$ cat src/rtl/core/spq_pkg.sv
`default_nettype none

package spq_pkg;

  localparam int DEPTH        = 16;
  localparam int KEY_BITS     = 32;
  localparam int PAYLOAD_BITS = 32;
  localparam int CNT_W        = $clog2(DEPTH + 1);

  // command codes
  localparam logic [1:0] CMD_ENQ  = 2'd0;
  localparam logic [1:0] CMD_DEQ  = 2'd1;
  localparam logic [1:0] CMD_LIST = 2'd2;

  // result status codes
  localparam logic [2:0] STS_INSERTED = 3'd0;
  localparam logic [2:0] STS_REMOVED  = 3'd1;
  localparam logic [2:0] STS_EMPTY    = 3'd2;
  localparam logic [2:0] STS_FULL     = 3'd3;
  localparam logic [2:0] STS_LISTED   = 3'd4;

  typedef struct packed {
    logic [1:0]                     cmd;
    logic signed [KEY_BITS-1:0]     key;
    logic [PAYLOAD_BITS-1:0]        payload;
  } in_beat_t;

  typedef struct packed {
    logic [2:0]                     status;
    logic signed [KEY_BITS-1:0]     key_res;
    logic [PAYLOAD_BITS-1:0]        payload_res;
    logic                           last;
  } out_beat_t;

  typedef struct packed {
    logic signed [KEY_BITS-1:0]     key;
    logic [PAYLOAD_BITS-1:0]        payload;
  } entry_t;

  typedef enum logic [1:0] {
    OP_HOLD,
    OP_INSERT,
    OP_ROTATE
  } cell_op_t;

  // per-cell control from the sequencer
  typedef struct packed {
    cell_op_t op;
    logic     occ;        // cell holds a live entry
    logic     tail;       // last live cell
    logic     left_stay;  // left neighbor keeps its entry on insert
  } cell_ctl_t;

endpackage

`default_nettype wire

$ cat src/rtl/core/spq_cell.sv
`default_nettype none

module spq_cell (
  input  wire                clk,
  input  spq_pkg::cell_ctl_t ctl,
  input  spq_pkg::entry_t    new_ent,
  input  spq_pkg::entry_t    left_ent,
  input  spq_pkg::entry_t    right_ent,
  input  spq_pkg::entry_t    head_ent,
  output spq_pkg::entry_t    ent,
  output logic               stay
);

  spq_pkg::entry_t ent_r;

  // keep own entry on insert when it sorts at or before the new key
  assign stay = ctl.occ && (ent_r.key <= new_ent.key);
  assign ent  = ent_r;

  always_ff @(posedge clk) begin
    unique case (ctl.op)
      spq_pkg::OP_INSERT: begin
        if (!stay) begin
          ent_r <= ctl.left_stay ? new_ent : left_ent;
        end
      end
      spq_pkg::OP_ROTATE: begin
        ent_r <= ctl.tail ? head_ent : right_ent;
      end
      default: begin
        ent_r <= ent_r;
      end
    endcase
  end

endmodule

`default_nettype wire

$ cat src/rtl/core/sorted_priority_queue.sv
// Results: enqueue/dequeue give their single beat in the cycle after acceptance;
//   a list of N entries first enters S_LIST, which then registers each beat.
// Throughput: one enqueue/dequeue per cycle while the output drains; a list
//   holds the input until all N entries are given, one chain rotation per beat.
// Reset: rst_n synchronous, active low; clears the fill count, output valid and
//   sequencer state. Cell contents are not reset (masked by the fill count).
`default_nettype none

module sorted_priority_queue (
  input  wire               clk,
  input  wire               rst_n,
  input  wire               in_valid,
  output logic              in_stall,
  input  spq_pkg::in_beat_t in_data,
  output logic              out_valid,
  input  wire               out_stall,
  output spq_pkg::out_beat_t out_data
);

  typedef enum logic {
    S_IDLE,
    S_LIST
  } state_t;

  state_t                      state_r;
  logic [spq_pkg::CNT_W-1:0]   count_r;
  logic [spq_pkg::CNT_W-1:0]   list_left_r;
  logic                        out_valid_r;
  spq_pkg::out_beat_t          out_data_r;

  logic                        out_free;
  logic                        acc;
  logic                        full;
  logic                        empty;
  spq_pkg::cell_op_t           op;
  spq_pkg::entry_t             new_ent;

  // Cell chain wiring: cell 0 is the queue head (smallest key).
  spq_pkg::entry_t             ent  [spq_pkg::DEPTH];
  logic [spq_pkg::DEPTH-1:0]   stay;
  logic [spq_pkg::DEPTH:0]     occ;

  // Output register frees up when empty or when its beat is taken this cycle.
  assign out_free = !out_valid_r || !out_stall;
  // Hold off input while a list walk is running or the output beat is stuck.
  assign in_stall = (state_r == S_LIST) || !out_free;
  assign acc      = in_valid && !in_stall;

  assign full  = (count_r == spq_pkg::CNT_W'(spq_pkg::DEPTH));
  assign empty = (count_r == '0);

  assign new_ent.key     = in_data.key;
  assign new_ent.payload = in_data.payload;

  // Chain op for this cycle. Dequeue and each list beat both rotate the live
  // entries left by one, with the head wrapping into the tail cell: after a
  // dequeue the wrapped copy sits past the new count, and after N list beats
  // the order is back where it started.
  always_comb begin
    op = spq_pkg::OP_HOLD;
    if (acc && (in_data.cmd == spq_pkg::CMD_ENQ) && !full) begin
      op = spq_pkg::OP_INSERT;
    end else if (acc && (in_data.cmd == spq_pkg::CMD_DEQ) && !empty) begin
      op = spq_pkg::OP_ROTATE;
    end else if ((state_r == S_LIST) && out_free) begin
      op = spq_pkg::OP_ROTATE;
    end
  end

  assign occ[spq_pkg::DEPTH] = 1'b0;

  for (genvar i = 0; i < spq_pkg::DEPTH; i++) begin : g_cell
    spq_pkg::cell_ctl_t ctl;
    spq_pkg::entry_t    left_ent;
    spq_pkg::entry_t    right_ent;

    assign occ[i] = (spq_pkg::CNT_W'(i) < count_r);

    assign ctl.op        = op;
    assign ctl.occ       = occ[i];
    assign ctl.tail      = occ[i] && !occ[i+1];
    // the head cell's "left" always lets the new entry in
    if (i == 0) begin : g_head
      assign ctl.left_stay = 1'b1;
      assign left_ent      = new_ent;
    end else begin : g_body
      assign ctl.left_stay = stay[i-1];
      assign left_ent      = ent[i-1];
    end
    if (i == spq_pkg::DEPTH - 1) begin : g_end
      assign right_ent = ent[0];
    end else begin : g_mid
      assign right_ent = ent[i+1];
    end

    spq_cell u_cell (
      .clk       (clk),
      .ctl       (ctl),
      .new_ent   (new_ent),
      .left_ent  (left_ent),
      .right_ent (right_ent),
      .head_ent  (ent[0]),
      .ent       (ent[i]),
      .stay      (stay[i])
    );
  end

  // Sequencer: state, fill count and the output register.
  always_ff @(posedge clk) begin
    if (!rst_n) begin
      state_r     <= S_IDLE;
      count_r     <= '0;
      list_left_r <= '0;
      out_valid_r <= 1'b0;
    end else begin
      if (out_valid_r && !out_stall) begin
        out_valid_r <= 1'b0;
      end
      unique case (state_r)
        S_IDLE: begin
          if (acc) begin
            out_data_r.key_res     <= '0;
            out_data_r.payload_res <= '0;
            out_data_r.last        <= 1'b1;
            unique case (in_data.cmd)
              spq_pkg::CMD_ENQ: begin
                out_valid_r <= 1'b1;
                if (full) begin
                  out_data_r.status <= spq_pkg::STS_FULL;
                end else begin
                  out_data_r.status <= spq_pkg::STS_INSERTED;
                  count_r           <= count_r + spq_pkg::CNT_W'(1);
                end
              end
              spq_pkg::CMD_DEQ: begin
                out_valid_r <= 1'b1;
                if (empty) begin
                  out_data_r.status <= spq_pkg::STS_EMPTY;
                end else begin
                  out_data_r.status      <= spq_pkg::STS_REMOVED;
                  out_data_r.key_res     <= ent[0].key;
                  out_data_r.payload_res <= ent[0].payload;
                  count_r                <= count_r - spq_pkg::CNT_W'(1);
                end
              end
              spq_pkg::CMD_LIST: begin
                if (empty) begin
                  out_valid_r       <= 1'b1;
                  out_data_r.status <= spq_pkg::STS_EMPTY;
                end else begin
                  state_r     <= S_LIST;
                  list_left_r <= count_r;
                end
              end
              default: begin
                // unused command: no beat, no state change
              end
            endcase
          end
        end
        S_LIST: begin
          if (out_free) begin
            out_valid_r            <= 1'b1;
            out_data_r.status      <= spq_pkg::STS_LISTED;
            out_data_r.key_res     <= ent[0].key;
            out_data_r.payload_res <= ent[0].payload;
            out_data_r.last        <= (list_left_r == spq_pkg::CNT_W'(1));
            list_left_r            <= list_left_r - spq_pkg::CNT_W'(1);
            if (list_left_r == spq_pkg::CNT_W'(1)) begin
              state_r <= S_IDLE;
            end
          end
        end
        default: begin
          state_r <= S_IDLE;
        end
      endcase
    end
  end

  assign out_valid = out_valid_r;
  assign out_data  = out_data_r;

endmodule

`default_nettype wire

$ cat config.mk
export PLATFORM = sky130hd
export DESIGN_NAME = sorted_priority_queue
export DESIGN_NICKNAME = d
export VERILOG_FILES = /design/src/rtl/core/spq_pkg.sv /design/src/rtl/core/spq_cell.sv /design/src/rtl/core/sorted_priority_queue.sv
export SDC_FILE = /design/constraint.sdc
export NUM_CORES = 2
export LEC_CHECK = 0
export BUFFER_PORTS_ARGS = -buffer_cell sky130_fd_sc_hd__buf_4
export CAP_MARGIN = 10
export CORE_MARGIN = 2
export CORE_UTILIZATION = 45
export DETAILED_ROUTE_END_ITERATION = 6
export GPL_TIMING_DRIVEN = 0
export PLACE_DENSITY_LB_ADDON = 0.25
export REMOVE_ABC_BUFFERS = 1
export SYNTH_ARGS = -nofsm -noshare
export SYNTH_HDL_FRONTEND = slang
export SYNTH_SLANG_ARGS = --single-unit
$ cat constraint.sdc
create_clock -name clk -period 9.4 [get_ports clk]
set_input_delay 1.88 -clock clk [delete_from_list [all_inputs] [get_ports clk]]
set_output_delay 1.88 -clock clk [all_outputs]
set_load 0.05 [all_outputs]
==> results.sh <==
export IMPL_status="finished with violations"
export IMPL_violations="DRC"
export IMPL_io_pins=140
export IMPL_port_buffers=139
export IMPL_slew_viol_final=0
export IMPL_clockBufferDepth=3
export IMPL_synth_compound_area_share_pct=20.2
export IMPL_muxShareOfSynthArea_pct=4.65
export IMPL_crit_fanout=40
export IMPL_slowest_stage="nor3b_1"
export IMPL_hpwl_um=195000
export IMPL_synth_warnings=0
export IMPL_ys_top_cells_by_area="edfxtp_1, o221ai_1, ha_1, nand3_1, a21oi_1"
export IMPL_cap_violations=0
export IMPL_cp_buffers_inverters=3
export IMPL_synth_simple_area_share_pct=14.4
export IMPL_fp_row_count=145
export IMPL_cts_max_level=4
export IMPL_power_mw=15.2
export IMPL_hold_buffers=0
export IMPL_rsz0062_at_grt="no"
export IMPL_fin_util_pct=51.8
export IMPL_post_route_period_util_pct=69.6
export IMPL_clock_skew_ns=0.0481
export IMPL_tns_ns=0
export IMPL_required_ns=9.88
export IMPL_synth_top_family_by_area="compound AO/OA/AOI/OAI gates"
export IMPL_vias=64545
export IMPL_cp_start_kind="input pin"
export IMPL_grt_start_max_net_pins=102
export IMPL_antenna_found_initial=12
export IMPL_cts_setup_buffers=0
export IMPL_synth_most_common_cell="edfxtp_1"
export IMPL_gp_congestion=0.961
export IMPL_cpLargestDelayFamily="simple AND/OR/NAND/NOR gates"
export IMPL_cts_tree="done"
export IMPL_syn2layout_area_growth_pct=14.3
export IMPL_routed_wl_um=286000
export IMPL_worstSetupStartpoint="in_data[49]"
export IMPL_synth_edff_count=1092
export IMPL_r2r_cells=13
export IMPL_core_area_um2=156000
export IMPL_wl_per_cell_um=31.7
export IMPL_ant_nets=0
export IMPL_ys_seq_area_share_pct=46.6
export IMPL_synth_area_leader_cell="edfxtp_1"
export IMPL_synth_top_cell_area_share_pct=46.3
export IMPL_r2r_start="count_r[4]"
export IMPL_grt_usage_pct=34.3
export IMPL_worst_slew_pin_slew_ns=1.41
export IMPL_yosys_top_cells_count="edfxtp_1, nand3_1, o221ai_1"
export IMPL_drtIter0Drc=11241
export IMPL_slowest_delay_ns=0.98
export IMPL_cts_made_buffers=132
export IMPL_avgViaCountPerCell=7.15
export IMPL_min_delay_start="g_cell[1].u_cell.ent[31]"
export IMPL_hold_path_class="register to register"
export IMPL_clk_pin_slew_worst_paths_ns=0.06
export IMPL_p_leak_nw=29.8
export IMPL_final_hold_violation_count=0
export IMPL_ys_ff_latch=1104
export IMPL_grt_overflow=0
export IMPL_grt_pass1_wl_um=408000
export IMPL_synth_ff_type="edfxtp_1"
export IMPL_clk_root_buffer_cell="clkbuf_16"
export IMPL_initial_core_util_pct=45.3
export IMPL_drive_gt1_share_pct=10.0
export IMPL_setup_violations_final=0
export IMPL_clock_sinks=1104
export IMPL_first_global_vias=58456
export IMPL_insertion_delay_ns=0.83
export IMPL_vdd_drop_max_mv=0.202
export IMPL_ctsResizeCount=0
export IMPL_cp_end_kind="register"
export IMPL_max_slew_margin_pct=5.10
export IMPL_power_per_cell_area_nw_per_um2=188
export IMPL_drc_errors=30
export IMPL_die_area_um2=161000
export IMPL_post_route_min_period_ns=6.54
export IMPL_die_x_um=401
export IMPL_reg2reg_setup_slack_ns=3.08
export IMPL_synth_adder_area_share_pct=9.21
export IMPL_avgSynthCellArea_um2=10.1
export IMPL_synth_cell_types=73
export IMPL_critPathArrivalTime_ns=7.03
export IMPL_die_h_um=401
export IMPL_synthXorXnorAreaFrac_pct=0.0742
export IMPL_worst_path_stages=12
export IMPL_async_reset_ff_share_pct=0
export IMPL_cp_cell_sequence="buf_4 > inv_1 > ha_1 > a21oi_1 > o21ai_0 > a211oi_1 > nor3b_1 > nand4_1 > or3b_4 > nor2_1 > nor2_4 > buf_12"
export IMPL_dr_pass1_iters=7
export IMPL_fin_nets=7459
export IMPL_endpoint="g_cell[11].u_cell.ent[17]"
export IMPL_fmax_ghz=0.153
export IMPL_r2r_end="g_cell[10].u_cell.ent[17]"
export IMPL_crit_type="input pin to register"
export IMPL_synth_cells=7030
export IMPL_synth_cell_area_um2=70800
==> report_power, final <==
group          switching, mW  internal (mW)  leakage [nW]
clock network           2.24           2.89          2.01
logic                   2.31           1.25          17.6
registers              0.401           6.15          10.3
total                   4.95           10.3          29.8
==> registers in the layout, summed over array words and instances (netlist names) <==
name and cells:
g_cell.u_cell.ent 1024, out_data 68, count_r 5, list_left_r 5, out_valid 1, state_r 1
==> cells in the final DEF, fill, tap and decap left out, drive strengths merged, types with 6 or more instances in the layout <==
cell type  netlist  layout
inv            111     117
o211ai          22      22
a221oi           8       8
nand3          959     959
a21oi          743     743
edfxtp        1092    1092
o221ai         891     891
o21a            16      16
o31a             9       9
a22oi            7       7
a31oi           10      10
nor2           552     552
nor4            20      20
a2111oi          6       6
a21o            38      38
nor2b           51      51
nand4          112     112
mux2i          328     328
bufinv           0       8
a211oi          21      21
clkbuf         499     162
o21ai          132     132
and3             7       7
nand2          429     429
a21boi          15      15
o31ai            6       6
nor3            26      26
ha             521     521
nand2b          11      11
dfxtp           12      12
and2            11      11
clkinv          31      86
and4             9       9
o22ai           64      64
buf            201     403
==> worst min-delay path by stage <==
| stage | endpoint | slack, ns | cells past startpoint |
|---|---|---|---|
| floorplan | list_left_r[0] | 0.49 | 2 |
| finish | g_cell[0].u_cell.ent[31] | 0.54 | 2 |
| global route | g_cell[0].u_cell.ent[14] | 0.56 | 2 |
| CTS | list_left_r[0] | 0.54 | 2 |
| global placement | list_left_r[0] | 0.52 | 2 |
| detailed placement | g_cell[0].u_cell.ent[23] | 0.53 | 2 |
==> worst register-to-register path, delay by kind of cell (launching register included) <==
kind	cells	cell delay, ns
simple gates	5	3.00
flops	1	0.66
compound gates	2	0.65
buf+inv	6	1.69
==> routing by layer <==
layer	vias to the layer above	wire (um)	GRT usage (%)
li1	27496	-	-
met1	31017	108000	46.2
met2	4969	119000	49.2
met3	1051	40900	10.7
met4	12	18100	18.1
met5	-	86	0
==> area by class of cell <==
cell class	instances	area, um^2
Antenna cell	3	7.51
Clock buffer	161	3530
Clock inverter	71	596
Fill cell	13657	75200
Inverter	142	533
Multi-Input combinational cell	5084	34800
Sequential cell	1104	33000
Tap cell	2058	2570
Timing Repair Buffer	404	5860
==> cell families after synthesis <==
family / Yosys count
multiplexers: 329
buffers and inverters: 842
AND/OR/NAND/NOR: 2210
XOR/XNOR: 6
adder cells (fa/ha/maj): 521
flip-flops: 1104
AO/OA/AOI/OAI: 2018
==> metrics by stage <==
step | setup slack [ns] | hold slack [ns] | area, um^2 | cells
6_report | 2.86 | 0.538 | 81000 | 9027
5_1_grt | 2.86 | 0.564 | 81000 | 9025
4_1_cts | 3.05 | 0.541 | 80900 | 9022
3_5_place_dp | 2.24 | 0.530 | 76800 | 8790
3_3_place_gp | -186.65 | 0.519 | 71600 | 8527
2_1_floorplan | -66.64 | 0.488 | 68000 | 6330
Power figures use the tool's default switching activity.
